--- config.mk ---
export PLATFORM = sky130hd
export DESIGN_NAME = fvcw_color
export DESIGN_NICKNAME = d
export VERILOG_FILES = /design/src/rtl/core/fvcw_pkg.sv /design/src/rtl/core/fvcw_color.sv
export VERILOG_INCLUDE_DIRS = /design/src /design/src/rtl/core
export SDC_FILE = /design/constraint.sdc
export NUM_CORES = 2
export LEC_CHECK = 0
export BUFFER_PORTS_ARGS = -buffer_cell sky130_fd_sc_hd__buf_4
export CAP_MARGIN = 25
export CORE_MARGIN = 5
export CORE_UTILIZATION = 65
export CTS_BUF_LIST = sky130_fd_sc_hd__clkbuf_8
export DETAILED_ROUTE_END_ITERATION = 6
export PLACE_DENSITY = 0.84
export SYNTH_ARGS = -nofsm -noshare
export SYNTH_HDL_FRONTEND = slang
export SYNTH_SLANG_ARGS = --single-unit
--- constraint.sdc ---
create_clock -name clk -period 11.4 [get_ports clk]
set_clock_uncertainty 0.1 [all_clocks]
set_input_delay 0.57 -clock clk [delete_from_list [all_inputs] [get_ports clk]]
set_output_delay 0.57 -clock clk [all_outputs]
set_load 0.02 [all_outputs]
--- src/rtl/core/assert_macros.svh ---
// Assertion macros shared by the flow color wheel RTL.
// No dependencies; included by the modules that check their own logic.
`ifndef ASSERT_MACROS_SVH
`define ASSERT_MACROS_SVH
`ifndef ASSERT_OFF
`define ASSERT_IMPL(label, clk, rst_n, prop, msg) \
  label: assert property (@(posedge clk) disable iff (!rst_n) prop) else $error(msg);
`define ASSERT_NEXT(label, clk, rst_n, ante, cons, msg) \
  label: assert property (@(posedge clk) disable iff (!rst_n) (ante) |=> (cons)) else $error(msg);
`else
`define ASSERT_IMPL(label, clk, rst_n, prop, msg)
`define ASSERT_NEXT(label, clk, rst_n, ante, cons, msg)
`endif
`endif

--- src/rtl/core/fvcw_pkg.sv ---
// Package for the flow color wheel: widths, CORDIC angle table and hue wheel.
// No dependencies.
`default_nettype none
package fvcw_pkg;
  localparam int FlowW = 24;
  localparam int FlowFracBits = 12;
  localparam int CordicSteps = 16;
  localparam int WheelSize = 55;
  localparam int CordicW = 44;

  typedef logic [7:0] chan_t;
  typedef logic [31:0] turn_t;

  function automatic turn_t turn_tab(input logic [3:0] i);
    turn_t t;
    case (i)
      4'd0: t = 32'h20000000;
      4'd1: t = 32'h12E4051D;
      4'd2: t = 32'h09FB385B;
      4'd3: t = 32'h051111D4;
      4'd4: t = 32'h028B0D43;
      4'd5: t = 32'h0145D7E1;
      4'd6: t = 32'h00A2F61E;
      4'd7: t = 32'h00517C55;
      4'd8: t = 32'h0028BE53;
      4'd9: t = 32'h00145F2E;
      4'd10: t = 32'h000A2F98;
      4'd11: t = 32'h000517CC;
      4'd12: t = 32'h00028BE6;
      4'd13: t = 32'h000145F3;
      4'd14: t = 32'h0000A2F9;
      default: t = 32'h0000517C;
    endcase
    return t;
  endfunction

  // Hue wheel entry k: red, green, blue packed as {r, g, b}.
  function automatic logic [23:0] wheel_entry(input logic [5:0] k);
    int r, g, b, kk;
    r = 0;
    g = 0;
    b = 0;
    kk = int'(k);
    if (kk < 15) begin
      r = 255;
      g = 255 * kk / 15;
    end else if (kk < 21) begin
      r = 255 - 255 * (kk - 15) / 6;
      g = 255;
    end else if (kk < 25) begin
      g = 255;
      b = 255 * (kk - 21) / 4;
    end else if (kk < 36) begin
      g = 255 - 255 * (kk - 25) / 11;
      b = 255;
    end else if (kk < 49) begin
      r = 255 * (kk - 36) / 13;
      b = 255;
    end else begin
      kk = kk - 49;
      if (kk > 5) kk = 5;
      r = 255;
      b = 255 - 255 * kk / 6;
    end
    return {r[7:0], g[7:0], b[7:0]};
  endfunction
endpackage
`default_nettype wire

--- src/rtl/core/fvcw_color.sv ---
// Color stage: wheel lookup, blend, and fade or dim by the vector length.
// Depends on fvcw_pkg; three register stages.
`default_nettype none
`include "assert_macros.svh"
module fvcw_color (
  input  wire logic                 clk,
  input  wire logic                 rst_n,
  input  wire logic                 in_vld,
  input  wire fvcw_pkg::turn_t      ang,
  input  wire logic                 small_i,
  input  wire logic [16:0]          s16,
  output logic                      out_vld,
  output fvcw_pkg::chan_t           red,
  output fvcw_pkg::chan_t           green,
  output fvcw_pkg::chan_t           blue
);
  import fvcw_pkg::*;

  logic [2:0] vld_r;
  logic [38:0] pos;
  logic [5:0] k0, k1;
  logic [23:0] wheel_tab [WheelSize];

  // The wheel is a constant table; every entry is folded at elaboration.
  always_comb begin
    for (int k = 0; k < WheelSize; k++) wheel_tab[k] = wheel_entry(6'(k));
  end

  always_comb begin
    pos = (ang == '0) ? 39'(54) << 32 : 39'(ang) * 39'd54;
    k0 = (pos[38:32] > 7'd54) ? 6'd54 : pos[37:32];
    k1 = (k0 == 6'd54) ? 6'd0 : k0 + 6'd1;
  end

  logic [23:0] c0_r, c1_r;
  logic [15:0] f_r;
  logic sm1_r, sm2_r;
  logic [16:0] s2_r;
  chan_t b_r [3];

  always_ff @(posedge clk) begin
    if (!rst_n) vld_r <= '0;
    else vld_r <= {vld_r[1:0], in_vld};
  end

  // The square root arrives in the cycle after the angle, so it joins at the second stage.
  always_ff @(posedge clk) begin
    c0_r <= wheel_tab[k0];
    c1_r <= wheel_tab[k1];
    f_r <= pos[31:16];
    sm1_r <= small_i;
    sm2_r <= sm1_r;
    s2_r <= s16;
  end

  for (genvar j = 0; j < 3; j++) begin : g_ch
    logic [7:0] a, b;
    logic [25:0] pa, pb;
    logic [9:0] sum;
    logic [7:0] inv;
    logic [25:0] pd;
    logic [9:0] d;
    logic [9:0] dim;
    always_comb begin
      a = c0_r[8*(2-j) +: 8];
      b = c1_r[8*(2-j) +: 8];
      pa = 26'(a) * (26'h10000 - 26'(f_r)) + 26'd32768;
      pb = 26'(b) * 26'(f_r) + 26'd32768;
      sum = 10'(pa[25:16]) + 10'(pb[25:16]);
      inv = 8'd255 - b_r[j];
      pd = 26'(inv) * 26'(s2_r) + 26'd32768;
      d = pd[25:16];
      dim = (10'd3 * 10'(b_r[j]) + 10'd2) >> 2;
    end
    always_ff @(posedge clk) begin
      b_r[j] <= (sum > 10'd255) ? 8'd255 : sum[7:0];
    end
    chan_t o_r;
    always_ff @(posedge clk) begin
      if (sm2_r) o_r <= (d > 10'd255) ? 8'd0 : 8'(10'd255 - d);
      else o_r <= dim[7:0];
    end
    if (j == 0) begin : g_r
      assign red = o_r;
    end else if (j == 1) begin : g_g
      assign green = o_r;
    end else begin : g_b
      assign blue = o_r;
    end
  end

  assign out_vld = vld_r[2];

  `ASSERT_NEXT(a_pipe0, clk, rst_n, in_vld, vld_r[0], "color stage lost a valid")
  `ASSERT_NEXT(a_pipe2, clk, rst_n, vld_r[1], out_vld, "color stage lost a valid")
  `ASSERT_NEXT(a_sm, clk, rst_n, vld_r[0], sm2_r == $past(sm1_r), "length flag skewed")
endmodule
`default_nettype wire

# Word level (Yosys, flattened, before mapping)
# Memories as Yosys holds them, arrays and structs flattened. A register that Yosys moved wholly into a read port is not among the register bits.
# Index checks and enable logic that the tools add are counted.
[word_totals]
register_bits = 62
mem_bits_rw = 24
rom_bits = 3072
output_inout_bits = 25
wordCells = 70
n_memories = 3
[memory_table]
columns = ["name", "depth", "width", "rd", "rd_ports_with_merged_regs", "wr", "line", "rtl"]
rows = [
  ["(name not given)", 64, 24, 1, 1, 0, "fvcw_color.sv:49", "c1_r <= wheel_tab[k1];"],
  ["(name not given)", 64, 24, 1, 1, 0, "fvcw_color.sv:48", "c0_r <= wheel_tab[k0];"],
  ["b_r", 3, 8, 3, 0, 3, "fvcw_color.sv:39", "chan_t b_r [3];"],
]
[op_classes]
n_addsub = 23
multipliers = 13
n_lt_le_gt_ge = 7
eq_ne = 1
n_mux = 12
bitwise_logic = 2
n_reduce_logical = 1
[ops]
columns = ["op", "count"]
rows = [
  ["25-bit by 16-bit adder with 26-bit output, second input constant", 3],
  ["26-bit by 16-bit adder with 26-bit output, second input constant", 3],
  ["24-bit by 16-bit adder with 25-bit output, second input constant", 3],
  ["8-bit by 17-bit multiplier with 25-bit output", 3],
  ["8-bit by 16-bit multiplier with 24-bit output", 3],
  ["8-bit two-way mux", 9],
  ["10-bit by 8-bit > comparator with 1-bit output, second input constant", 6],
  ["8-bit by 26-bit multiplier with 26-bit output", 2],
  ["8-bit subtractor, first input constant", 6],
  ["38-bit two-way mux", 1],
  ["32-bit by 5-bit multiplier with 37-bit output, second input constant", 1],
  ["32-bit zero test", 1],
  ["10-bit by 2-bit adder with 10-bit output, second input constant", 3],
  ["10-bit by 9-bit adder with 10-bit output", 3],
  ["2-bit by 8-bit multiplier with 10-bit output, first input constant", 3],
  ["9-bit by 18-bit multiplier with 26-bit output", 1],
  ["17-bit by 16-bit subtractor with 18-bit output, first input constant", 1],
  ["6-bit NOT with 7-bit output", 2],
  ["6-bit two-way mux", 2],
  ["6-bit by 1-bit adder with 6-bit output, second input constant", 1],
  ["6-bit == test, second input constant", 1],
  ["6-bit > comparator, second input constant", 1],
]

# Logic depth before layout (Yosys ltp)
[logic_depth]
depth_word = 7
depth_mapped = 39
ltp_nobuf = 36

# Worst setup path before layout
# Ideal clock, no wire load.
[synth_path]
path_kind = "reg-to-reg"
from = "register f_r[4]"
to = "memory b_r[0][2] (netlist bit)"
setup_ps = 135
arrival_ps = 7538
t_required_ps = 11165
path_slack_ps = 3627
stages_incl_launch_ff = 39
path_buffers = 3
period_less_slack_ps = 7773
cell_sequence = "dfxtp_1 -> clkbuf_1 -> nor2_1 -> nand2_1 -> nor4_1 -> nand3_1 -> nor3_1 -> xnor2_1 -> clkbuf_1 -> clkbuf_1 -> and2_1 -> ha_1 -> inv_1 -> fa_1 -> inv_1 -> fa_1 -> inv_1 -> fa_1 -> (+3 left out) -> a211oi_1 -> o211ai_1 -> a2111oi_0 -> nor2_1 -> and2_1 -> o21a_1 -> nor2_1 -> ha_1 -> inv_1 -> o21ai_0 -> a21oi_1 -> o21bai_1 -> a21o_1 -> a2111o_1 -> o311ai_0 -> xor2_1 -> nor2_1 -> o21ai_0"
[synth_rtl]
columns = ["item", "line", "rtl"]
rows = [
  ["from (decl)", "fvcw_color.sv:36", "logic [15:0] f_r;"],
  ["from (signal assigned)", "fvcw_color.sv:50", "f_r <= pos[31:16];"],
  ["to (decl)", "fvcw_color.sv:39", ""],
]

==> results.yml <==
logic_synthesis:
  synth_compound_area_share_pct: 7.364
  synth_top_family_by_area: "adder cells"
  netlist_top_cells_area: "fa_1 (36%), ha_1 (19%), inv_1 (9.4%)"
  synth-edff-count: 0
  syn_nets: 6940
  syn_area_um2: 46950
  ys.flop_type: "dfxtp_1"
  netlist-cell-type-count: 98
  synthXorXnorAreaFrac_pct: 2.479
  synth_commonest_cells: "inv_1 (1,175), fa_1 (841), ha_1 (715), and2_1 (436), nand2_1 (419)"
  yosysSeqAreaShare_pct: 5.458
  yosysWarnings: 0
  synth_fa_ha_area_share_pct: 54.92
  async_flop_share_pct: 0
  synth-simple-area-share_pct: 18.22
  synth_area_leader_cell: "fa_1"
  yosysMostFrequentCell: "inv_1"
  synth_top_area_share_pct: 35.86
  synth_cells: 5331
  syn_area_per_cell_um2: 8.806
  yosys_register_bits: 128
  muxShareOfSynthArea_pct: 0.3198
routing:
  drtIter0Drc: 2428
  remaining_drc_errors: 0
  wirelength_um: 111300
  via_count: 35690
  drt_pass1_iterations: 7
  routed_via_density: 5.709
  drtAntennaViolNets: 0
  post_drt_wl_per_cell_um: 17.80
grt:
  grt_pass1_wl_um: 189800
  grt_util_all_layers_pct: 29.58
  grt_max_degree: 38
  antenna_found_initial: 1
  overflow: 0
  grt_pass1_vias: 39060
timing:
  hold_viol: 0
  relSlewSlack_pct: 25.80
  max_slew.worst_pin.slew_ps: 1082
  rsz0062_at_grt: "no"
  post-route-min-period_ps: 9754
  min_period_over_period_pct: 85.56
  setup_viol: 0
  fmax_mhz: 102.5
  fin_ws_ps: 1646
  final_max_slew_viol_count: 0
  fin_setup_tns_ps: 0
final_layout:
  nNetsFinal: 6896
  post-route-util_pct: 68.20
  fillCellCount: 5538
  layout.cells.non_filler: 6251
  drive_gt1_share_pct: 4.340
  syn_to_final_growth_pct: 4.035
cts:
  cts_resized: 0
  cts.sinks: 128
  htreeDepth: 4
  cts-root-buf: "clkbuf_8"
  cts_tree: "built"
  clock_path_buffers: 2
  clk_pin_slew_ps: 100
  clk_latency_ps: 590
  cts-buffers-inserted: 17
  hold_buffers: 18
  post_cts_buffers: 0
setup_path:
  crit_slowest_cell: "dfxtp_1"
  crit_top_cell: "a21oi_1"
  endpoint_kind: "flop"
  required_ps: 11730
  worst_setup_path_start_kind: "flop"
  crit_path_max_incr_delay_ps: 1040
  cp_data_arrival_time_ps: 10080
  path_class: "reg2reg"
  critPathMaxFanout: 24
die:
  coreArea_um2: 71610
  dieArea_um2: 77700
  io_pins: 78
  rows: 98
  chipWidth_um: 278.7
  start_util_pct: 65.56
  die_h_um: 278.7
placement:
  gp_congestion: 0.9167
  post-place-ws_ps: 1935
  post-dp-hpwl_um: 86400
  portBuffers: 77
  post-place-cells: 6200
hold_path:
  holdCritPathClass: "in2reg"
run:
  cap_violations: 0
outcome:
  outcome: "complete, no violations"
[routing by layer]
layer	global-route usage (%)	vias up	wire [µm]
li1	-	16240	-
met1	37.18	17710	43930
met2	51.49	1429	54930
met3	4.523	308	8090
met4	11.99	0	4326
met5	0	-	0
[area by class of cell]
class / instances / area, µm² / area share (%)
repair buffers: 146 / 1141 / 2.336
flip-flops and latches: 128 / 2562 / 5.247
clock inverters: 15 / 151.4 / 0.3100
multi-input cells: 3815 / 39130 / 80.13
clock buffers: 17 / 234.0 / 0.4791
diodes: 1 / 2.502 / 0.005124
well taps: 950 / 1189 / 2.434
inverters: 1179 / 4425 / 9.061
[logic make-up (layout without fill, tap and decap cells)]
logic type / count (synthesis) / after routing
simple gates: 1598 / 1598
fa+ha+maj: 1556 / 1556
buf+inv: 1388 / 1357
compound gates: 516 / 516
xor+xnor: 132 / 132
flops: 128 / 128
mux: 13 / 13
other cells: 0 / 1
[cells in the final DEF (no fill, tap or decap), types with 7 or more instances in the layout]
| cell type | n |
|---|---|
| nand2b_1 | 140 |
| a211oi_1 | 12 |
| a21oi_1 | 133 |
| nand3_1 | 33 |
| buf_4 | 128 |
| nand4_1 | 17 |
| a21o_1 | 57 |
| inv_6 | 7 |
| fa_1 | 841 |
| o21a_1 | 32 |
| or3_1 | 16 |
| xnor2_1 | 85 |
| or2_2 | 15 |
| and3_1 | 18 |
| o211ai_1 | 8 |
| o21ai_1 | 13 |
| a2111oi_0 | 8 |
| inv_1 | 1175 |
| and2_1 | 436 |
| nand2_1 | 419 |
| nor2_1 | 150 |
| o22ai_1 | 31 |
| xor2_1 | 43 |
| nor2b_1 | 241 |
| nor3_1 | 69 |
| nor4_1 | 11 |
| dlygate4sd3_1 | 18 |
| o21ai_0 | 90 |
| o21bai_1 | 23 |
| dfxtp_1 | 128 |
| mux2i_1 | 9 |
| a31oi_1 | 15 |
| ha_1 | 715 |
| clkbuf_8 | 17 |
[flip-flops by register name, summed over array words and instances, names as in the netlist]
| signal | flops |
|---|---|
| blue | 8 |
| c0_r | 21 |
| red | 8 |
| f_r | 16 |
| c1_r | 21 |
| green | 8 |
| b_r | 24 |
| sm1_r | 1 |
| s2_r | 17 |
| vld_r | 3 |
| sm2_r | 1 |
[through the flow]
step           instance area [µm²]  hold slack (ps)
2_1_floorplan                46950            209.6
3_3_place_gp                 48270            220.4
3_5_place_dp                 48270            229.2
4_1_cts                      48840            63.05
5_1_grt                      48840            108.1
6_report                     48840            110.9
[worst paths after layout]
check,endpoint,depth (start not counted),slack [ps],from
min,vld_r[0]$_SDFF_PN0_,2,110,in_vld
max reg2reg,b_r[0][22]$_SDFF_PN1_,32,1650,f_r[3]$_SDFF_PN0_
min reg2reg,sm2_r$_DFF_P_,0,260,sm1_r$_DFF_P_
max,b_r[0][22]$_SDFF_PN1_,32,1650,f_r[3]$_SDFF_PN0_
[critical path, delay by kind of cell, from the launching register on]
family | cells | cell delay, ps
compound gates | 14 | 2830
xor+xnor | 3 | 1290
fa+ha+maj | 7 | 2500
flops | 1 | 1040
simple gates | 8 | 1840
Power is left out: the tool's default activity adds up to more than one toggle a clock period on the data nets, which glitch-free logic cannot reach.
